File: config.mk
export PLATFORM = sky130hd
export DESIGN_NAME = md2_hash_engine
export DESIGN_NICKNAME = d
export VERILOG_FILES = /design/src/rtl/md2_pkg.sv /design/src/rtl/md2_front.sv /design/src/rtl/md2_fifo.sv /design/src/rtl/md2_core.sv /design/src/rtl/md2_hash_engine.sv
export SDC_FILE = /design/constraint.sdc
export NUM_CORES = 2
export LEC_CHECK = 0
export ABC_AREA = 1
export BUFFER_PORTS_ARGS = -buffer_cell sky130_fd_sc_hd__buf_2
export CORE_MARGIN = 1
export CORE_UTILIZATION = 50
export CTS_BUF_LIST = sky130_fd_sc_hd__clkbuf_2
export CTS_CLUSTER_SIZE = 12
export DETAILED_ROUTE_END_ITERATION = 8
export PLACE_DENSITY_LB_ADDON = 0.15
export SYNTH_ARGS = -nofsm -noshare
export SYNTH_HDL_FRONTEND = slang
export SYNTH_HIERARCHICAL = 1
export SYNTH_SLANG_ARGS = --single-unit
File: constraint.sdc
create_clock -name clk -period 9.5 [get_ports clk]
set_input_delay 1.9 -clock clk [delete_from_list [all_inputs] [get_ports clk]]
set_output_delay 1.9 -clock clk [all_outputs]
set_load 0.1 [all_outputs]
File: src/rtl/md2_pkg.sv
// shared types, constants and s-box table for the md2 hash engine
`timescale 1ns / 1ps

package md2_pkg;

  localparam int BLOCK_BYTES = 16;
  localparam int MIX_BYTES   = 48;
  localparam int ROUNDS      = 18;
  localparam int Q_DEPTH     = 4;

  typedef logic [7:0] byte_t;

  // class of a word after the front end has looked at it
  typedef enum logic [0:0] {
    CLS_DATA   = 1'b0,
    CLS_FINISH = 1'b1
  } cls_t;

  // one queued word: class, end-of-block flag, byte slot and message byte
  typedef struct packed {
    cls_t       cls;
    logic       blk_last;
    logic [3:0] idx;
    byte_t      data;
  } item_t;

  typedef enum logic [2:0] {
    ST_IDLE,
    ST_PAD,
    ST_LOAD,
    ST_MIX,
    ST_FOLD,
    ST_CSLOAD,
    ST_EMIT
  } state_t;

  localparam byte_t SBOX [256] = '{
    8'd41,  8'd46,  8'd67,  8'd201, 8'd162, 8'd216, 8'd124, 8'd1,
    8'd61,  8'd54,  8'd84,  8'd161, 8'd236, 8'd240, 8'd6,   8'd19,
    8'd98,  8'd167, 8'd5,   8'd243, 8'd192, 8'd199, 8'd115, 8'd140,
    8'd152, 8'd147, 8'd43,  8'd217, 8'd188, 8'd76,  8'd130, 8'd202,
    8'd30,  8'd155, 8'd87,  8'd60,  8'd253, 8'd212, 8'd224, 8'd22,
    8'd103, 8'd66,  8'd111, 8'd24,  8'd138, 8'd23,  8'd229, 8'd18,
    8'd190, 8'd78,  8'd196, 8'd214, 8'd218, 8'd158, 8'd222, 8'd73,
    8'd160, 8'd251, 8'd245, 8'd142, 8'd187, 8'd47,  8'd238, 8'd122,
    8'd169, 8'd104, 8'd121, 8'd145, 8'd21,  8'd178, 8'd7,   8'd63,
    8'd148, 8'd194, 8'd16,  8'd137, 8'd11,  8'd34,  8'd95,  8'd33,
    8'd128, 8'd127, 8'd93,  8'd154, 8'd90,  8'd144, 8'd50,  8'd39,
    8'd53,  8'd62,  8'd204, 8'd231, 8'd191, 8'd247, 8'd151, 8'd3,
    8'd255, 8'd25,  8'd48,  8'd179, 8'd72,  8'd165, 8'd181, 8'd209,
    8'd215, 8'd94,  8'd146, 8'd42,  8'd172, 8'd86,  8'd170, 8'd198,
    8'd79,  8'd184, 8'd56,  8'd210, 8'd150, 8'd164, 8'd125, 8'd182,
    8'd118, 8'd252, 8'd107, 8'd226, 8'd156, 8'd116, 8'd4,   8'd241,
    8'd69,  8'd157, 8'd112, 8'd89,  8'd100, 8'd113, 8'd135, 8'd32,
    8'd134, 8'd91,  8'd207, 8'd101, 8'd230, 8'd45,  8'd168, 8'd2,
    8'd27,  8'd96,  8'd37,  8'd173, 8'd174, 8'd176, 8'd185, 8'd246,
    8'd28,  8'd70,  8'd97,  8'd105, 8'd52,  8'd64,  8'd126, 8'd15,
    8'd85,  8'd71,  8'd163, 8'd35,  8'd221, 8'd81,  8'd175, 8'd58,
    8'd195, 8'd92,  8'd249, 8'd206, 8'd186, 8'd197, 8'd234, 8'd38,
    8'd44,  8'd83,  8'd13,  8'd110, 8'd133, 8'd40,  8'd132, 8'd9,
    8'd211, 8'd223, 8'd205, 8'd244, 8'd65,  8'd129, 8'd77,  8'd82,
    8'd106, 8'd220, 8'd55,  8'd200, 8'd108, 8'd193, 8'd171, 8'd250,
    8'd36,  8'd225, 8'd123, 8'd8,   8'd12,  8'd189, 8'd177, 8'd74,
    8'd120, 8'd136, 8'd149, 8'd139, 8'd227, 8'd99,  8'd232, 8'd109,
    8'd233, 8'd203, 8'd213, 8'd254, 8'd59,  8'd0,   8'd29,  8'd57,
    8'd242, 8'd239, 8'd183, 8'd14,  8'd102, 8'd88,  8'd208, 8'd228,
    8'd166, 8'd119, 8'd114, 8'd248, 8'd235, 8'd117, 8'd75,  8'd10,
    8'd49,  8'd68,  8'd80,  8'd180, 8'd143, 8'd237, 8'd31,  8'd26,
    8'd219, 8'd153, 8'd141, 8'd51,  8'd159, 8'd17,  8'd131, 8'd20
  };

  function automatic byte_t sbox(input byte_t x);
    return SBOX[x];
  endfunction

endpackage

File: src/rtl/md2_front.sv
// front end: accepts words, tracks the block fill and tags each word
`timescale 1ns / 1ps

module md2_front
  import md2_pkg::*;
(
  input  logic  clk,
  input  logic  rst_n,
  input  logic  in_valid,
  output logic  in_ready,
  input  logic  in_kind,
  input  byte_t in_data_byte,
  input  logic  q_full,
  output logic  q_push,
  output item_t q_item
);

  logic [3:0] fill_r;
  logic [3:0] fill_nxt;

  assign in_ready = !q_full;
  assign q_push   = in_valid && in_ready;

  always_comb begin
    q_item.cls      = in_kind ? CLS_FINISH : CLS_DATA;
    q_item.idx      = fill_r;
    q_item.blk_last = !in_kind && (fill_r == 4'(BLOCK_BYTES - 1));
    q_item.data     = in_data_byte;
    fill_nxt        = fill_r;
    if (q_push) begin
      fill_nxt = in_kind ? 4'd0 : fill_r + 4'd1;
    end
  end

  always_ff @(posedge clk) begin
    if (!rst_n) begin
      fill_r <= 4'd0;
    end else begin
      fill_r <= fill_nxt;
    end
  end

`ifndef NO_ASSERTIONS
  // a finish word always restarts the block fill
  a_finish_clears_fill: assert property (@(posedge clk) disable iff (!rst_n)
    (q_push && in_kind) |=> (fill_r == 4'd0))
    else $error("fill count not cleared after finish");
`endif

endmodule

File: src/rtl/md2_fifo.sv
// small word queue between front end and core
`timescale 1ns / 1ps

module md2_fifo
  import md2_pkg::*;
#(
  parameter int DEPTH = Q_DEPTH
) (
  input  logic  clk,
  input  logic  rst_n,
  input  logic  push,
  input  item_t push_item,
  output logic  full,
  input  logic  pop,
  output logic  empty,
  output item_t pop_item
);

  localparam int AW = (DEPTH > 1) ? $clog2(DEPTH) : 1;
  localparam int CW = $clog2(DEPTH + 1);

  item_t         mem_r [DEPTH];
  logic [AW-1:0] wr_ptr_r;
  logic [AW-1:0] rd_ptr_r;
  logic [CW-1:0] cnt_r;
  logic          do_push;
  logic          do_pop;

  assign full     = (cnt_r == CW'(DEPTH));
  assign empty    = (cnt_r == '0);
  assign do_push  = push && !full;
  assign do_pop   = pop && !empty;
  assign pop_item = mem_r[rd_ptr_r];

  always_ff @(posedge clk) begin
    if (do_push) begin
      mem_r[wr_ptr_r] <= push_item;
    end
  end

  always_ff @(posedge clk) begin
    if (!rst_n) begin
      wr_ptr_r <= '0;
      rd_ptr_r <= '0;
      cnt_r    <= '0;
    end else begin
      if (do_push) begin
        wr_ptr_r <= (wr_ptr_r == AW'(DEPTH - 1)) ? '0 : wr_ptr_r + 1'b1;
      end
      if (do_pop) begin
        rd_ptr_r <= (rd_ptr_r == AW'(DEPTH - 1)) ? '0 : rd_ptr_r + 1'b1;
      end
      if (do_push && !do_pop) begin
        cnt_r <= cnt_r + 1'b1;
      end else if (do_pop && !do_push) begin
        cnt_r <= cnt_r - 1'b1;
      end
    end
  end

`ifndef NO_ASSERTIONS
  // occupancy follows the push and pop strobes
  a_count_track: assert property (@(posedge clk) disable iff (!rst_n)
    (do_push && !do_pop) |=> (cnt_r == $past(cnt_r) + 1'b1))
    else $error("queue count lost a push");
`endif

endmodule

File: src/rtl/md2_core.sv
// back end: block buffer, 48-byte mix rotation, checksum fold and digest output
`timescale 1ns / 1ps

module md2_core
  import md2_pkg::*;
(
  input  logic  clk,
  input  logic  rst_n,
  input  logic  q_empty,
  input  item_t q_item,
  output logic  q_pop,
  output logic  out_valid,
  input  logic  out_ready,
  output byte_t out_digest_byte,
  output logic  out_last_byte
);

  state_t     state_r;
  state_t     state_nxt;
  byte_t      ms_r  [MIX_BYTES];
  byte_t      cs_r  [BLOCK_BYTES];
  byte_t      buf_r [BLOCK_BYTES];
  byte_t      t_r;
  byte_t      l_r;
  logic [5:0] cnt_r;
  logic [4:0] rnd_r;
  logic [3:0] fill_r;
  logic       fin_r;
  logic       second_r;
  logic       out_valid_r;
  byte_t      out_byte_r;
  logic       out_last_r;

  logic       mix_end;
  logic       out_load;
  byte_t      mix_v;
  byte_t      fold_v;
  byte_t      pad;

  assign mix_end  = (cnt_r == 6'(MIX_BYTES - 1)) && (rnd_r == 5'(ROUNDS - 1));
  assign out_load = (state_r == ST_EMIT) && (!out_valid_r || out_ready);
  assign mix_v    = ms_r[0] ^ sbox(t_r);
  assign fold_v   = cs_r[0] ^ sbox(buf_r[cnt_r[3:0]] ^ l_r);
  assign pad      = 8'(BLOCK_BYTES) - {4'd0, fill_r};

  assign out_valid       = out_valid_r;
  assign out_digest_byte = out_byte_r;
  assign out_last_byte   = out_last_r;

  always_comb begin
    state_nxt = state_r;
    q_pop     = 1'b0;
    unique case (state_r)
      ST_IDLE: begin
        if (!q_empty) begin
          q_pop = 1'b1;
          if (q_item.cls == CLS_FINISH) begin
            state_nxt = ST_PAD;
          end else if (q_item.blk_last) begin
            state_nxt = ST_LOAD;
          end
        end
      end
      ST_PAD:    state_nxt = ST_LOAD;
      ST_LOAD:   state_nxt = ST_MIX;
      ST_MIX: begin
        if (mix_end) begin
          state_nxt = second_r ? ST_EMIT : ST_FOLD;
        end
      end
      ST_FOLD: begin
        if (cnt_r[3:0] == 4'(BLOCK_BYTES - 1)) begin
          state_nxt = fin_r ? ST_CSLOAD : ST_IDLE;
        end
      end
      ST_CSLOAD: state_nxt = ST_LOAD;
      ST_EMIT: begin
        if (out_load && cnt_r[3:0] == 4'(BLOCK_BYTES - 1)) begin
          state_nxt = ST_IDLE;
        end
      end
      default:   state_nxt = ST_IDLE;
    endcase
  end

  always_ff @(posedge clk) begin
    if (!rst_n) begin
      state_r <= ST_IDLE;
    end else begin
      state_r <= state_nxt;
    end
  end

  // block buffer: written by data words, padding and the checksum copy
  always_ff @(posedge clk) begin
    case (state_r)
      ST_IDLE: begin
        if (q_pop && q_item.cls == CLS_DATA) begin
          buf_r[q_item.idx] <= q_item.data;
        end
      end
      ST_PAD: begin
        for (int j = 0; j < BLOCK_BYTES; j++) begin
          if (4'(j) >= fill_r) begin
            buf_r[j] <= pad;
          end
        end
      end
      ST_CSLOAD: begin
        for (int j = 0; j < BLOCK_BYTES; j++) begin
          buf_r[j] <= cs_r[j];
        end
      end
      default: ;
    endcase
  end

  // mix state, checksum, counters and output register
  always_ff @(posedge clk) begin
    if (!rst_n) begin
      for (int k = 0; k < MIX_BYTES; k++) begin
        ms_r[k] <= 8'd0;
      end
      for (int k = 0; k < BLOCK_BYTES; k++) begin
        cs_r[k] <= 8'd0;
      end
      t_r         <= 8'd0;
      l_r         <= 8'd0;
      cnt_r       <= 6'd0;
      rnd_r       <= 5'd0;
      fill_r      <= 4'd0;
      fin_r       <= 1'b0;
      second_r    <= 1'b0;
      out_valid_r <= 1'b0;
    end else begin
      if (out_load) begin
        out_valid_r <= 1'b1;
      end else if (out_ready) begin
        out_valid_r <= 1'b0;
      end
      case (state_r)
        ST_IDLE: begin
          if (q_pop) begin
            fin_r    <= (q_item.cls == CLS_FINISH);
            fill_r   <= q_item.idx;
            second_r <= 1'b0;
          end
        end
        ST_LOAD: begin
          for (int j = 0; j < BLOCK_BYTES; j++) begin
            ms_r[BLOCK_BYTES + j]     <= buf_r[j];
            ms_r[2 * BLOCK_BYTES + j] <= ms_r[j] ^ buf_r[j];
          end
          t_r   <= 8'd0;
          l_r   <= cs_r[BLOCK_BYTES - 1];
          cnt_r <= 6'd0;
          rnd_r <= 5'd0;
        end
        ST_MIX: begin
          for (int k = 0; k < MIX_BYTES - 1; k++) begin
            ms_r[k] <= ms_r[k + 1];
          end
          ms_r[MIX_BYTES - 1] <= mix_v;
          if (cnt_r == 6'(MIX_BYTES - 1)) begin
            t_r   <= mix_v + {3'd0, rnd_r};
            cnt_r <= 6'd0;
            rnd_r <= rnd_r + 5'd1;
          end else begin
            t_r   <= mix_v;
            cnt_r <= cnt_r + 6'd1;
          end
        end
        ST_FOLD: begin
          for (int k = 0; k < BLOCK_BYTES - 1; k++) begin
            cs_r[k] <= cs_r[k + 1];
          end
          cs_r[BLOCK_BYTES - 1] <= fold_v;
          l_r   <= fold_v;
          cnt_r <= (cnt_r[3:0] == 4'(BLOCK_BYTES - 1)) ? 6'd0 : cnt_r + 6'd1;
        end
        ST_CSLOAD: begin
          second_r <= 1'b1;
        end
        ST_EMIT: begin
          if (out_load) begin
            out_byte_r  <= ms_r[0];
            out_last_r  <= (cnt_r[3:0] == 4'(BLOCK_BYTES - 1));
            if (cnt_r[3:0] == 4'(BLOCK_BYTES - 1)) begin
              // digest taken: clear for the next message
              for (int k = 0; k < MIX_BYTES; k++) begin
                ms_r[k] <= 8'd0;
              end
              for (int k = 0; k < BLOCK_BYTES; k++) begin
                cs_r[k] <= 8'd0;
              end
              cnt_r <= 6'd0;
            end else begin
              for (int k = 0; k < MIX_BYTES - 1; k++) begin
                ms_r[k] <= ms_r[k + 1];
              end
              ms_r[MIX_BYTES - 1] <= ms_r[0];
              cnt_r <= cnt_r + 6'd1;
            end
          end
        end
        default: ;
      endcase
    end
  end

`ifndef NO_ASSERTIONS
  // round counter never runs past the last round while mixing
  a_round_range: assert property (@(posedge clk) disable iff (!rst_n)
    (state_r == ST_MIX) |-> (rnd_r < 5'(ROUNDS)))
    else $error("mix round counter out of range");

  // the core pulls a queued word only when idle and the queue has one
  a_pop_idle: assert property (@(posedge clk) disable iff (!rst_n)
    q_pop |-> (state_r == ST_IDLE && !q_empty))
    else $error("queue popped outside idle");

  // after the last digest byte the message state is cleared
  a_clear_after_digest: assert property (@(posedge clk) disable iff (!rst_n)
    (out_load && cnt_r[3:0] == 4'(BLOCK_BYTES - 1))
      |=> (ms_r[0] == 8'd0 && cs_r[0] == 8'd0 && out_last_r && out_valid_r))
    else $error("state not cleared after digest");
`endif

endmodule

File: src/rtl/md2_hash_engine.sv
// top level of the md2 hash engine: front end, word queue and mixing core
`timescale 1ns / 1ps

//  channel | direction | handshake           | payload
//  in_     | input     | in_valid/in_ready   | in_kind, in_data_byte
//  out_    | output    | out_valid/out_ready | out_digest_byte, out_last_byte
//
//  a data word is written into the block buffer; the sixteenth word of a block also
//  starts the load, 18 mix rounds over the 48-byte state and the 16-byte checksum fold,
//  paced by the serial s-box chain through the 48-byte mix rotation
//  a finish word pads the block, runs it and then the checksum block, and emits 16 bytes
//  synchronous active-low reset clears all control, mix state and checksum
//  input stalls only when the word queue is full; the output register
//  holds the current digest byte until taken and stalls only the emit phase
module md2_hash_engine
  import md2_pkg::*;
#(
  parameter int QUEUE_DEPTH = Q_DEPTH
) (
  input  logic  clk,
  input  logic  rst_n,
  input  logic  in_valid,
  output logic  in_ready,
  input  logic  in_kind,
  input  byte_t in_data_byte,
  output logic  out_valid,
  input  logic  out_ready,
  output byte_t out_digest_byte,
  output logic  out_last_byte
);

  // front end to queue
  logic  q_push;
  logic  q_full;
  item_t push_item;

  // queue to core
  logic  q_pop;
  logic  q_empty;
  item_t pop_item;

  // front end: block fill tracking and word classification
  md2_front u_front (
    .clk          (clk),
    .rst_n        (rst_n),
    .in_valid     (in_valid),
    .in_ready     (in_ready),
    .in_kind      (in_kind),
    .in_data_byte (in_data_byte),
    .q_full       (q_full),
    .q_push       (q_push),
    .q_item       (push_item)
  );

  // decoupling queue so input words keep flowing while a block is mixed, until it is full
  md2_fifo #(
    .DEPTH (QUEUE_DEPTH)
  ) u_fifo (
    .clk       (clk),
    .rst_n     (rst_n),
    .push      (q_push),
    .push_item (push_item),
    .full      (q_full),
    .pop       (q_pop),
    .empty     (q_empty),
    .pop_item  (pop_item)
  );

  // mixing core: block buffer, 48-byte rotation, checksum and digest
  md2_core u_core (
    .clk             (clk),
    .rst_n           (rst_n),
    .q_empty         (q_empty),
    .q_item          (pop_item),
    .q_pop           (q_pop),
    .out_valid       (out_valid),
    .out_ready       (out_ready),
    .out_digest_byte (out_digest_byte),
    .out_last_byte   (out_last_byte)
  );

endmodule
# Word-level counts from Yosys, hierarchy flattened
# Memory sizes are Yosys's and may differ from the RTL's. A register that Yosys moved wholly into a read port is not among the register bits.
# Index checks and enable logic that the tools add are counted.
[op_classes]
add_sub_neg = 9
magnitude_cmp = 18
n_eq_ne = 21
muxes = 340
bitwise = 246
reduce_logical = 33
[op_table]
columns = ["cell", "n"]
rows = [
  ["$mux W8", 230],
  ["$or A1 B1 Y1", 224],
  ["$xor A8 B8 Y8", 19],
  ["$mux W1", 82],
  ["$ge A4 B4 Y1 const A", 8],
  ["$pmux W8 S2", 2],
  ["$mux W3", 9],
  ["$pmux W6 S4", 1],
  ["$ge A9 B9 Y1 const B", 2],
  ["$mux W6", 3],
  ["$not A8 Y9", 2],
  ["$pmux W3 S6", 1],
  ["$ge A3 B4 Y1 const A", 4],
  ["$mux W4", 4],
  ["$eq A3 B3 Y1 const B", 4],
  ["$logic_and A1 B1 Y1", 10],
  ["$mux W2", 5],
  ["$ne A2 B1 Y1 const B", 5],
  ["$pmux W5 S2", 1],
  ["$reduce_bool A2 Y1", 5],
  ["$add A8 B5 Y8", 1],
  ["$eq A4 B4 Y1 const B", 2],
  ["$ge A1 B4 Y1 const A", 2],
  ["$ge A2 B4 Y1 const A", 2],
  ["other kinds (26)", 39],
]
[totals]
reg_bits = 57
ram_bits = 696
romBits = 4096
mem_count = 6
[mem_list]
columns = ["memory", "words", "width", "rd", "rd_ports_with_merged_regs", "write_ports", "line_no", "source"]
rows = [
  ["(name not given)", 256, 8, 1, 0, 0, "md2_pkg.sv:73", "return SBOX[x];"],
  ["(name not given)", 256, 8, 1, 0, 0, "md2_pkg.sv:73", ""],
  ["u_core.ms_r", 48, 8, 48, 0, 48, "md2_core.sv:20", "byte_t ms_r [MIX_BYTES];"],
  ["u_core.buf_r", 16, 8, 17, 1, 16, "md2_core.sv:22", "byte_t buf_r [BLOCK_BYTES];"],
  ["u_core.cs_r", 16, 8, 16, 0, 16, "md2_core.sv:21", "byte_t cs_r [BLOCK_BYTES];"],
  ["u_fifo.mem_r", 4, 14, 1, 1, 1, "md2_fifo.sv:22", "item_t mem_r [DEPTH];"],
]

# Logic depth before layout (Yosys ltp)
[depth]
ltp_word = 9
ltp_mapped = 29
depth_no_buf = 28

# Hierarchy
# Netlist, hierarchy kept.
[modules_own_cells]
columns = ["mod", "n_inst", "cells_per_inst", "area_each_um2"]
rows = [
  ["md2_core", 1, 4534, 37801.3],
  ["md2_fifo", 1, 207, 2600.0],
  ["md2_front", 1, 40, 286.5],
]

# Worst setup path after synthesis
# OpenSTA, ideal clock, no wires.
[synth_timing]
path_kind = "input-to-reg"
start = "in out_ready"
end = "mem u_core/ms_r[0][128] (netlist bit), enable pin"
setup_ns = 1.914
arrival_ns = 6.616
slack_ns = 0.970
stages = 5
path_buffers = 1
path_cell_list = "nor2_1 inv_1 nand2_1 clkbuf_1 nand2_1"
[synth_lines]
columns = ["element", "line_no", "source"]
rows = [
  ["start: declaration", "md2_hash_engine.sv:27", "input logic out_ready,"],
  ["end: declaration", "md2_core.sv:20", ""],
]

# Worst setup path in the final report
[layout_timing]
start = "reg u_core.t_r[1]"
end = "reg u_core.t_r[6]"
[layout_via]
elab_chain_cells = 8
[layout_lines]
columns = ["element", "line_no", "source"]
rows = [
  ["start: declaration", "md2_core.sv:23", "byte_t t_r;"],
  ["start signal: assignment", "md2_core.sv:165", "t_r <= mix_v + {3'd0, rnd_r};"],
  ["start signal: assignment", "md2_core.sv:169", "t_r <= mix_v;"],
  ["$not A8 Y9 (implied by the code) (*)", "md2_pkg.sv:73", ""],
  ["$mem_v2 Z256 W8 (*)", "n/a", ""],
  ["$mux W8 (implied by the code) (*) (2 in a row)", "md2_pkg.sv:73", ""],
  ["$xor A8 B8 Y8 (*)", "md2_core.sv:42", "assign mix_v = ms_r[0] ^ sbox(t_r);"],
  ["$add A8 B5 Y8", "md2_core.sv:165", ""],
  ["$mux W8 (*)", "md2_core.sv:164", "if (cnt_r == 6'(MIX_BYTES - 1)) begin"],
  ["$pmux W8 S2 (*)", "md2_core.sv:141", "case (state_r)"],
]
# Mark *: on every way between the ends. The rest lies on a longest branch, timed or not. The select of a mux whose other input is x is not followed.
# A chain may end at the register's enable or synchronous reset.

==> key figures <==
Status
  • Status: completed

Clocking
  • CTS tree: built
  • Post-cts resize count: 0
  • CTS clk-pin slew, worst paths: 0.10 ns
  • Clock tree buffer depth: 3
  • Hold-fix buffers, CTS: 0
  • Worst-Skew Late Latency: 1.52 ns
  • Sink Count: 759
  • H-tree depth: 4
  • Clock Root Buffer: clkbuf_2
  • Num CTS Buffers: ~200
  • Setup Buffers After CTS: 0

Detailed routing
  • Routed WL per cell: 24.8 microns
  • Initial DRC count: between 5,000 and 6,000
  • Residual DRC count: 0
  • DR vias: 36,583
  • TritonRoute pass-1 iters: 6
  • Post-DRT Antenna Nets: 0
  • DR vias/cell: 6.10
  • Final WL: 149,000 microns

Timing
  • Tmin final: 5.56 ns
  • Max-slew violations: 0
  • Slew margin rel.: 10.2%
  • Worst hold slack: 0.426 ns
  • Setup Skew: 0.131 ns
  • Unrepaired setup endpoints after global routing: false
  • Fmax: around 180 MHz
  • Measured slew at the worst slew-check pin: 1.33 ns
  • Final WS setup: 3.94 ns
  • Tcrit/Tclk final: 58.5%
  • Setup TNS Final: 0 ns
  • # setup viols final: 0
  • Final hold vios: 0

Final layout
  • Syn-to-layout area delta: 6.01%
  • Commonest non-fill, non-tap cell in the layout: nand2_1
  • Most frequent cells in the layout: 1,155 x nand2_1, 641 x edfxtp_1, 545 x inv_1
  • Nets: just under 5,000
  • Layout cell share with drive strength beyond 1: 10.3%

Placement
  • Gpl congestion: 0.968
  • Pre-CTS setup slack: 2.85 ns
  • Post-DP HPWL: 101,000 microns
  • PortBufs: 23

Worst hold path
  • Hold Path Depth: 2
  • HP Start: u_core/cs_r[1][39]
  • Min-delay worst type: flop to flop
  • Hold endpoint: u_core/cs_r[1][31]

Floorplanning
  • Row count: 104
  • Die area: 82,500 sq um
  • Initial Util: 50.5%
  • Die Ht: 287 microns
  • Ports: 24
  • CORE AREA: 80,500 sq um
  • Die width: 287 microns

Global routing
  • Initial antenna violation count: 4
  • First-pass GRT wire length: 218,000 microns
  • Grt ovf: 0
  • Vias in the first global route: 34,091
  • Largest net degree at the start of global routing: 196
  • Overall global routing resource usage: 35.6%

Pwr
  • Tot Pwr: 0.0129 W
  • Pwr Density: 300 nW/um^2
  • Pleak: about 18 nW
  • Peak supply drop: 182 uV

Worst setup path
  • Crit Path Class: flop to flop
  • Slowest CP cell: dfxtp_1
  • CP dominant cell by count: nand2_1
  • Slowest stage delay, CP: 0.77 ns
  • Critical path fanouts, max: 13
  • CP arrival: 7.01 ns
  • CP Data Required Time: 10.95 ns
  • Worst setup SP type: flop
  • Reg-to-Reg Start: u_core/t_r[1]
  • R2R cell count: 24
  • CP delay by family, top: compound AO/OA/AOI/OAI gates
  • Crit path cell chain: inv_1, ha_1, nand2_1, nand2_1, inv_1, nand2_1, nand2_1, inv_1, a21oi_1, o21ai_0, nand3_1, nand3_1, o21ai_0, xor2_1, ha_1, inv_1, fa_1, o21ai_0, nand2_1, a21oi_1, nand2_1, a21oi_1, o21ai_0, o21ai_0
  • Critical path buffer and inverter count: 4
  • Worst reg-to-reg setup slack: 3.94 ns
  • Crit. End Element: flop
  • R2R Path End: u_core/t_r[6]

Synthesis
  • Cell variety after synth: between 50 and 60
  • Syn Nets: 4,839
  • Asr flop ratio synth: 0%
  • YS warnings: 6
  • Post-Syn Instances: between 4,000 and 5,000
  • Register area share after synthesis: 53.1%
  • Top-area cell type share of the netlist area: between 40% and 50%
  • Ys flop type: edfxtp_1
  • Synthesized cell area: a little over 40,000 sq um
  • EDFF count, synth: between 600 and 700
  • Top cells by area, synth: edfxtp_1 47%, nand2_1 11%, dfxtp_1 5.8%, inv_1 5.0%, nand3_1 4.4%
  • Yosys top cell by area: edfxtp_1
  • Syn_area_per_cell: 8.51 sq um
  • Synth Register Bits: approximately 760

Flow run
  • Max Cap Viol: 0
## where the power goes
part           internal (W)  leakage [nW]  switching, W  total [W]
clock network      0.000909          1.39       0.00141    0.00232
registers           0.00466          7.43      0.000700    0.00536
logic               0.00137          8.90       0.00389    0.00526
total               0.00694          17.7       0.00600     0.0129
## cell usage after synthesis, types with 5 or more instances
cell type	number
a311oi_1	94
inv_1	547
buf_4	33
nor2_2	12
o221ai_1	35
ha_1	43
nor2_1	419
nor3_1	107
a211oi_1	15
nand2_2	25
o22ai_1	104
nand4_1	10
clkbuf_1	166
o311ai_0	5
o211ai_1	54
buf_6	17
o21ai_1	31
a21oi_1	320
buf_2	55
nand2_1	1161
a22oi_1	23
o21a_1	5
a31oi_1	15
o32ai_1	5
o21ai_0	238
nand3_1	355
xor2_1	13
buf_1	8
edfxtp_1	641
inv_2	24
dfxtp_1	118
or2_2	14
xnor2_1	25
nand3_2	5
a221oi_1	7
## worst min-delay path: cells and delay by family, from the launching register on
kind / cells / cell delay (ns)
AOI/OAI and AO/OA: 1 / 0.06
and+or+nand+nor: 1 / 0.07
DFF: 1 / 0.34
## registers in the layout, summed over array words and instances, names as in the netlist, 4 cells and up, named ones only
register                cells
u_core/ms_r               384
u_core/buf_r              128
u_core/cs_r               128
u_fifo/mem_r               56
u_core/l_r                  8
u_core/out_digest_byte      8
u_core/t_r                  8
u_core/cnt_r                6
u_core/rnd_r                5
u_core/fill_r               4
u_front/fill_r              4
## how the worst max path moves through the flow
stage                  startpoint             endpoint  cells after the start
detailed placement      out_ready  u_core/ms_r[0][335]                     10
global placement        out_ready  u_core/ms_r[0][299]                     10
CTS                 u_core/t_r[1]        u_core/t_r[6]                     22
global route        u_core/t_r[1]        u_core/t_r[6]                     24
floorplan               out_ready  u_core/ms_r[0][128]                      5
finish              u_core/t_r[1]        u_core/t_r[6]                     24
## area by class of cell
type / count / area [sq um]
clock buffer: 301 / 1510
clock inverter: 47 / 298
multi-input combinational: 3168 / 15600
antenna: 8 / 20.0
sequential: 759 / 21600
tap: 1060 / 1330
inverter: 573 / 2160
timing repair buffer: 84 / 598
fill: 7795 / 37400
## metal layers
metal	part of all wire [%]	track usage (%)	vias to the layer above
li1	-	-	16430
met1	41	52.6	17464
met2	43	51.5	2421
met3	13	7.79	268
met4	2.8	12.2	0
met5	0	0	-
## logic make-up after synthesis
group / after synthesis / share of synthesized area, %
flops: 759 / 53.1
fa+ha+maj: 45 / 1.42
xor+xnor: 39 / 0.886
compound gates: 960 / 14.2
buf+inv: 854 / 8.71
simple gates: 2124 / 21.7
## stage by stage
step	std cells	util [%]	area (sq um)
after floorplan	4781	-	40700
after global placement	5644	51.3	41300
after detailed placement	5644	51.3	41300
after CTS	5992	53.5	43100
after global routing	6000	53.5	43100
final	6000	53.5	43100
Note: power is estimated with default switching activity, not from simulation.
